--- config.mk ---
export PLATFORM = sky130hd
export DESIGN_NAME = plant_watering_sequencer
export DESIGN_NICKNAME = d
export VERILOG_FILES = /design/src/hw/rtl/pws_pkg.sv /design/src/hw/rtl/plant_watering_sequencer.sv
export SDC_FILE = /design/constraint.sdc
export NUM_CORES = 1
export LEC_CHECK = 0
export BUFFER_PORTS_ARGS = -buffer_cell sky130_fd_sc_hd__buf_4
export CAP_MARGIN = 10
export CORE_MARGIN = 2
export CORE_UTILIZATION = 69
export DETAILED_ROUTE_END_ITERATION = 10
export GPL_TIMING_DRIVEN = 1
export PLACE_DENSITY = 0.91
export SLEW_MARGIN = 20
export SYNTH_ARGS = -nofsm -noshare
export SYNTH_HDL_FRONTEND = slang
export SYNTH_SLANG_ARGS = --single-unit
export TNS_END_PERCENT = 10
--- constraint.sdc ---
create_clock -name clk -period 12.16 [get_ports clk]
set_clock_uncertainty 0.1 [all_clocks]
set_input_delay 0.608 -clock clk [delete_from_list [all_inputs] [get_ports clk]]
set_output_delay 0.608 -clock clk [all_outputs]
set_load 0.02 [all_outputs]
--- src/hw/rtl/pws_pkg.sv ---
package pws_pkg;

	localparam int unsigned NUM_PLANTS = 4;
	localparam int unsigned PLANT_W = 2;

	localparam int unsigned IN_DATA_W = 8;
	localparam int unsigned OUT_DATA_W = 32;
	localparam int unsigned CFG_INDEX_W = 3;
	localparam int unsigned CFG_DATA_W = 32;

	localparam logic [31:0] ILLUM_POLL = 32'd5;
	localparam logic [31:0] HUMID_POLL = 32'd5;
	localparam logic [31:0] WATER_POLL = 32'd20;

	localparam logic [15:0] RST_INTERVAL = 16'd60;
	localparam logic [15:0] RST_TICKS_PER_SEC = 16'd100;

	typedef enum logic [CFG_INDEX_W-1:0] {
		REG_START_THR = 3'd0,
		REG_STOP_THR  = 3'd1,
		REG_NI_MASK   = 3'd2,
		REG_INTERVAL  = 3'd3,
		REG_TICKS     = 3'd4
	} cfg_reg_t;

	typedef enum logic [1:0] {
		LOG_NONE       = 2'd0,
		LOG_WATER_ON   = 2'd1,
		LOG_WATER_DONE = 2'd2
	} log_event_t;

	typedef enum logic [9:0] {
		ST_START       = 10'b00_0000_0001,
		ST_HANDLE      = 10'b00_0000_0010,
		ST_MEAS_ILLUM  = 10'b00_0000_0100,
		ST_CHECK_ILLUM = 10'b00_0000_1000,
		ST_MEAS_HUMID  = 10'b00_0001_0000,
		ST_CHECK_HUMID = 10'b00_0010_0000,
		ST_WATER_ON    = 10'b00_0100_0000,
		ST_CHECK_WATER = 10'b00_1000_0000,
		ST_NEXT        = 10'b01_0000_0000,
		ST_END         = 10'b10_0000_0000
	} step_t;

endpackage

--- src/hw/rtl/plant_watering_sequencer.sv ---
// Plant watering sequencer.
// Every beat on the s_axis channel is one scheduler tick carrying the sensor
// ready flag (tuser) and the sensor reading (tdata). Each accepted tick
// produces exactly one result beat on m_axis with the measurement start,
// pump level, log event, per-plant record (flagged by tuser) and the end of
// round marker (tlast).
// The sequencer walks the plants in order, skips the ones masked as not
// installed, measures illumination and humidity, waters until the stop
// threshold is met and waits the configured number of seconds between rounds.
// The result of a tick is registered and valid right after the edge that
// accepts it. Throughput is one tick per cycle while the receiver keeps up;
// the state update, a 16x16 multiply for the round wait and a byte compare
// sit between the state registers and the result register.
// When the receiver stalls, the result register holds and s_axis_tready
// drops until that beat is taken; a new tick is accepted in the same cycle
// the waiting result leaves.
// The cfg channel is always ready and should only be written while idle.
// Reset starts a new round on the first tick, with default interval 60 s at
// 100 ticks per second and all thresholds and the skip mask at zero.
module plant_watering_sequencer (
	input  logic                                clk,
	input  logic                                arst_n,
	input  logic                                s_axis_tvalid,
	output logic                                s_axis_tready,
	input  logic [pws_pkg::IN_DATA_W-1:0]       s_axis_tdata,  // [7:0] sensor_value
	input  logic [0:0]                          s_axis_tuser,  // [0] sensor_ready
	output logic                                m_axis_tvalid,
	input  logic                                m_axis_tready,
	// [1:0] plant_index, [2] measure_start, [3] measure_humidity, [4] pump_on,
	// [6:5] log_event, [14:7] rec_illumination, [22:15] rec_humidity,
	// [23] rec_not_installed, [24] busy_res, [31:25] zero
	output logic [pws_pkg::OUT_DATA_W-1:0]      m_axis_tdata,
	output logic [0:0]                          m_axis_tuser,  // [0] plant_done
	output logic                                m_axis_tlast,  // record_done
	input  logic                                cfg_valid,
	output logic                                cfg_ready,
	input  logic [pws_pkg::CFG_INDEX_W-1:0]     cfg_index,
	input  logic [pws_pkg::CFG_DATA_W-1:0]      cfg_data
);
	import pws_pkg::*;

	logic [31:0] start_thr_q;
	logic [31:0] stop_thr_q;
	logic [NUM_PLANTS-1:0] ni_mask_q;
	logic [15:0] interval_q;
	logic [15:0] ticks_q;

	step_t step_q, nx_step;
	logic [PLANT_W-1:0] plant_q, nx_plant;
	logic [31:0] wait_q, nx_wait;
	logic [7:0] illum_q, nx_illum;

	logic in_acc;
	logic sensor_ready;
	logic [7:0] sensor_value;
	logic [7:0] start_thr;
	logic [7:0] stop_thr;
	logic [31:0] round_wait;
	logic [PLANT_W:0] plant_inc;

	logic r_meas_start, r_meas_humid, r_plant_done, r_ni, r_rec_done;
	log_event_t r_log;
	logic [7:0] r_illum, r_humid;

	logic out_valid_q;
	logic [OUT_DATA_W-1:0] out_data_q;
	logic out_user_q;
	logic out_last_q;

	assign cfg_ready = 1'b1;

	always_ff @(posedge clk or negedge arst_n) begin
		if (!arst_n) begin
			start_thr_q <= '0;
			stop_thr_q  <= '0;
			ni_mask_q   <= '0;
			interval_q  <= RST_INTERVAL;
			ticks_q     <= RST_TICKS_PER_SEC;
		end else if (cfg_valid && cfg_ready) begin
			case (cfg_index)
				REG_START_THR: start_thr_q <= cfg_data;
				REG_STOP_THR:  stop_thr_q  <= cfg_data;
				REG_NI_MASK:   ni_mask_q   <= cfg_data[NUM_PLANTS-1:0];
				REG_INTERVAL:  interval_q  <= cfg_data[15:0];
				REG_TICKS:     ticks_q     <= cfg_data[15:0];
				default: ;
			endcase
		end
	end

	assign s_axis_tready = !out_valid_q || m_axis_tready;
	assign in_acc        = s_axis_tvalid && s_axis_tready;
	assign sensor_ready  = s_axis_tuser[0];
	assign sensor_value  = s_axis_tdata[7:0];

	assign start_thr  = start_thr_q[{plant_q, 3'b000} +: 8];
	assign stop_thr   = stop_thr_q[{plant_q, 3'b000} +: 8];
	assign round_wait = ticks_q * interval_q;
	assign plant_inc  = {1'b0, plant_q} + 1'b1;

	always_comb begin
		nx_step      = step_q;
		nx_plant     = plant_q;
		nx_wait      = wait_q;
		nx_illum     = illum_q;
		r_meas_start = 1'b0;
		r_meas_humid = 1'b0;
		r_log        = LOG_NONE;
		r_plant_done = 1'b0;
		r_illum      = '0;
		r_humid      = '0;
		r_ni         = 1'b0;
		r_rec_done   = 1'b0;
		if (wait_q > 32'd1) begin
			nx_wait = wait_q - 32'd1;
		end else begin
			nx_wait = '0;
			case (step_q)
				ST_START: begin
					nx_plant = '0;
					nx_step  = ST_HANDLE;
				end
				ST_HANDLE: begin
					if (ni_mask_q[plant_q]) begin
						r_plant_done = 1'b1;
						r_ni         = 1'b1;
						nx_step      = ST_NEXT;
					end else begin
						nx_step = ST_MEAS_ILLUM;
					end
				end
				ST_MEAS_ILLUM: begin
					r_meas_start = 1'b1;
					nx_step      = ST_CHECK_ILLUM;
					nx_wait      = ILLUM_POLL;
				end
				ST_CHECK_ILLUM: begin
					if (!sensor_ready) begin
						nx_wait = ILLUM_POLL;
					end else begin
						nx_illum = sensor_value;
						nx_step  = ST_MEAS_HUMID;
					end
				end
				ST_MEAS_HUMID: begin
					r_meas_start = 1'b1;
					r_meas_humid = 1'b1;
					nx_step      = ST_CHECK_HUMID;
					nx_wait      = HUMID_POLL;
				end
				ST_CHECK_HUMID: begin
					if (!sensor_ready) begin
						nx_wait = HUMID_POLL;
					end else if (sensor_value < start_thr) begin
						nx_step = ST_WATER_ON;
					end else begin
						r_plant_done = 1'b1;
						r_illum      = illum_q;
						r_humid      = sensor_value;
						nx_step      = ST_NEXT;
					end
				end
				ST_WATER_ON: begin
					r_meas_start = 1'b1;
					r_meas_humid = 1'b1;
					r_log        = LOG_WATER_ON;
					nx_step      = ST_CHECK_WATER;
					nx_wait      = WATER_POLL;
				end
				ST_CHECK_WATER: begin
					if (!sensor_ready || sensor_value < stop_thr) begin
						nx_wait = WATER_POLL;
					end else begin
						r_log        = LOG_WATER_DONE;
						r_plant_done = 1'b1;
						r_illum      = illum_q;
						r_humid      = sensor_value;
						nx_step      = ST_NEXT;
					end
				end
				ST_NEXT: begin
					if (plant_inc >= (PLANT_W+1)'(NUM_PLANTS)) begin
						nx_plant = '0;
						nx_step  = ST_END;
					end else begin
						nx_plant = plant_inc[PLANT_W-1:0];
						nx_step  = ST_HANDLE;
					end
				end
				ST_END: begin
					r_rec_done = 1'b1;
					nx_step    = ST_START;
					nx_wait    = round_wait;
				end
				default: begin
					nx_step = ST_START;
				end
			endcase
		end
	end

	always_ff @(posedge clk or negedge arst_n) begin
		if (!arst_n) begin
			step_q  <= ST_START;
			plant_q <= '0;
			wait_q  <= '0;
			illum_q <= '0;
		end else if (in_acc) begin
			step_q  <= nx_step;
			plant_q <= nx_plant;
			wait_q  <= nx_wait;
			illum_q <= nx_illum;
		end
	end

	always_ff @(posedge clk or negedge arst_n) begin
		if (!arst_n) begin
			out_valid_q <= 1'b0;
		end else if (in_acc) begin
			out_valid_q <= 1'b1;
		end else if (m_axis_tready) begin
			out_valid_q <= 1'b0;
		end
	end

	// Payload of the result beat; the pump level and busy flag follow the
	// state after this tick's action.
	always_ff @(posedge clk) begin
		if (in_acc) begin
			out_data_q <= {7'd0,
				(nx_step != ST_START),
				r_ni,
				r_humid,
				r_illum,
				r_log,
				(nx_step == ST_CHECK_WATER),
				r_meas_humid,
				r_meas_start,
				nx_plant};
			out_user_q <= r_plant_done;
			out_last_q <= r_rec_done;
		end
	end

	assign m_axis_tvalid   = out_valid_q;
	assign m_axis_tdata    = out_data_q;
	assign m_axis_tuser[0] = out_user_q;
	assign m_axis_tlast    = out_last_q;

	a_pump_busy: assert property (@(posedge clk) disable iff (!arst_n)
		m_axis_tvalid && m_axis_tdata[4] |-> m_axis_tdata[24])
		else $error("pump on outside a busy round");

	a_round_end_plant: assert property (@(posedge clk) disable iff (!arst_n)
		m_axis_tvalid && m_axis_tlast |-> m_axis_tdata[1:0] == '0 && !m_axis_tuser[0])
		else $error("round end beat carries a plant record");

	a_wait_after_round: assert property (@(posedge clk) disable iff (!arst_n)
		in_acc && step_q == ST_END && wait_q <= 32'd1 |=> wait_q == $past(round_wait))
		else $error("round wait not loaded at the end of a round");

	a_water_start: assert property (@(posedge clk) disable iff (!arst_n)
		m_axis_tvalid && m_axis_tdata[6:5] == LOG_WATER_ON
		|-> m_axis_tdata[2] && m_axis_tdata[3] && m_axis_tdata[4])
		else $error("watering start without humidity measurement and pump");

	a_skip_record: assert property (@(posedge clk) disable iff (!arst_n)
		m_axis_tvalid && m_axis_tdata[23] |-> m_axis_tuser[0] && m_axis_tdata[22:7] == '0)
		else $error("skipped plant record carries readings");

	a_stall_no_step: assert property (@(posedge clk) disable iff (!arst_n)
		m_axis_tvalid && !m_axis_tready |=> $stable(step_q) && $stable(wait_q))
		else $error("sequencer advanced while the result beat was stalled");

endmodule
==> flow_summary.ini <==
[worst_setup_path]
critical_path.top_delay_family = adder cells
critPathLaunchType = register
cp_cell_sequence = nand2_1 > fa_1 > inv_1 > fa_1 > inv_1 > fa_1 > inv_1 > fa_1 > fa_1 > inv_1 > fa_1 > inv_1 > ha_1 > a211oi_1 > o21bai_1 > a211oi_1 > o21bai_1 > a221oi_1 > o31ai_1 > a211oi_1 > xnor2_1 > o21ai_1
critical_path.endpoint = wait_q[30]
cp_common_cell = fa_1
path_buf_inv = 5
ff2ff_path_depth = 22
cp_slowest_cell = dfrtp_1
slowest_delay_ps = 750
crit_required_ps = 12370
path_class = register to register
crit_arrival_ps = 7120
cp.depth = 22
r2r-end = wait_q[30]
timing.rr.start = ticks_q[7]
timing.reg2reg.setup_slack_ps = 5250
worstSetupStartpoint = ticks_q[7]
cp-end-kind = register
crit_fanout = 17

[cts]
clkLatencyLatePin_ps = 450
clockBufferDepth = 2
path_clk_slew_ps = 90
post_cts_buffers = 0
postCtsHoldBufs = 0
cts.sinks = 180
cts_buffers = 17
cts_tree = done
clockRootBuffer = clkbuf_16
htreeDepth = 4
cts_resized = 0

[layout]
multi_input_area_sq_um = 11200
finalNonFillerCells = 2073
layout-drive-gt1-share_pct = 15.27
fin_nets = 2100
antenna_cells = 0
area_delta_synth_final_pct = 8.249
layout_commonest_cell = inv_1
utilization_pct = 76.09
seqCellArea_sq_um = 4649
fill_cells = 1425
mostFrequentLayoutCells = inv_1 (250), nand2_1 (196), fa_1 (194)

[sta]
hold_violations = 0
rsz0062_at_grt = false
tns_ps = 0
fin_crit_ps = 6909
drv_slew = 0
setup_viol = 0
tightest_slew_ps = 1155
clock.fmax_ghz = 0.1447
post-route-period-util_pct = 56.82
slew_headroom_pct = 22.98

[grt]
track_usage_pct = 37.07
antenna_found_initial = 1
grt_overflow_total = 0
grt_pass1_vias = 13988
grt_pass1_wl_um = 74350
grt_max_degree = 100

[synthesis]
ys.flop_type = dfrtp_1
synthTopCellsByArea = fa_1 (23%), dfrtp_1 (21%), ha_1 (8.9%), mux2_2 (7.2%), inv_1 (5.5%)
syn_avg_cell_area_sq_um = 10.01
synth_xor_area_share_pct = 1.537
yosys.area.top_type = fa_1
synthArstFlopShare_pct = 85.00
ys_ff_latch = 180
yosys_warnings = 0
netlist.area_leader.share_pct = 22.72
syn-instance-count = 1708
synthAdderAreaFrac_pct = 31.58
seq_area_frac_synth_pct = 27.20
synth_edf_count = 27
mappedNetlistArea_sq_um = 17090
synth-simple-area-share_pct = 15.33
synth_top_family_by_area = adder cells
synthDistinctLibCells = 67
muxShareOfSynthArea_pct = 9.545
synth-compound-area-share_pct = 7.210

[drt]
drtPass1Iterations = 6
via_per_inst = 6.339
ant_nets = 0
drc = 0
routed_wl_um = 45970
drt-initial-drc-count = 1783
vias = 13140
wl_per_cell_um = 22.18

[run_status]
outcome = completed

[die]
initial_core_util_pct = 70.29
num_rows = 57
dieArea_sq_um = 26050
die_y_um = 161.4
die_x_um = 161.4
ios = 86
core_sq_um = 24320

[placed_design]
numPortBuffers = 77
globalplace.congestion = 0.9324
dp_cells = 2041
hpwl_um = 33130

[run]
maxCapViolCount = 0

[hold_path]
hp-class = input port to async pin
-- flip-flops by register name, indices dropped and copies added, names as in the netlist --
| register | flops |
|---|---|
| illum_q | 8 |
| interval_q | 16 |
| m_axis_tdata | 25 |
| m_axis_tlast | 1 |
| m_axis_tuser | 1 |
| m_axis_tvalid | 1 |
| ni_mask_q | 4 |
| plant_q | 2 |
| start_thr_q | 32 |
| step_q | 10 |
| stop_thr_q | 32 |
| ticks_q | 16 |
| wait_q | 32 |
-- routing by layer --
metal | GRT usage (%) | part of all wire (%)
met3 | 8.423 | 8.9
met2 | 61.75 | 49
met1 | 46.07 | 37
met4 | 18.14 | 5.6
met5 | 0 | 0.030
-- per-stage QoR --
stage                     hold slack, ps  cell area [sq um]  worst slack, ps
after CTS                          193.5              18500             5320
after floorplan                    212.4              17120             5833
after detailed placement           371.4              17830             5332
after global routing               245.3              18500             4939
final                              151.1              18500             5251
after global placement             366.3              17830             5655
-- worst min path at each step --
stage	from	to	depth (start not counted)
2_1_floorplan	arst_n	illum_q[0]	0
5_1_grt	arst_n	wait_q[17]	1
6_report	arst_n	wait_q[16]	1
3_5_place_dp	wait_q[12]	wait_q[12]	1
4_1_cts	arst_n	interval_q[9]	1
3_3_place_gp	wait_q[12]	wait_q[12]	1
-- cell usage after synthesis, types with 6 or more instances --
cell	number
xor2_1	16
edfxtp_1	27
mux2_2	110
nor3_1	34
nand4_1	7
a21o_1	13
nor2_1	58
a21oi_1	61
dfrtp_1	145
buf_4	9
dfstp_2	8
o22a_1	6
and2_1	133
nand2b_1	10
a211oi_1	6
fa_1	194
inv_1	251
o21a_1	7
nand2_1	196
mux4_2	17
xnor2_1	14
a31oi_1	6
clkbuf_1	63
nor4_1	12
and3_1	12
nor2b_1	8
o21ai_0	56
o21bai_1	7
ha_1	121
nand3_1	28
-- cell families (layout without fill, tap and decap cells) --
logic type               after synthesis  after routing
AO/OA/AOI/OAI                        201            201
multiplexers                         128            128
flip-flops                           180            180
XOR/XNOR                              30             30
other                                  2              8
AND/OR/NAND/NOR                      520            520
buffers and inverters                332            367
adder cells (fa/ha/maj)              315            315
-- cell type report --
cell class,instances,area share (%)
multi-input cells,1202,60.53
flip-flops and latches,180,25.13
inverters,251,5.092
repair buffers,84,3.428
clock buffers,17,2.299
well taps,324,2.191
clock inverters,15,1.332
Power is not shown: default switching activity piles up to over one toggle a cycle in this logic, so the estimate is an artifact.
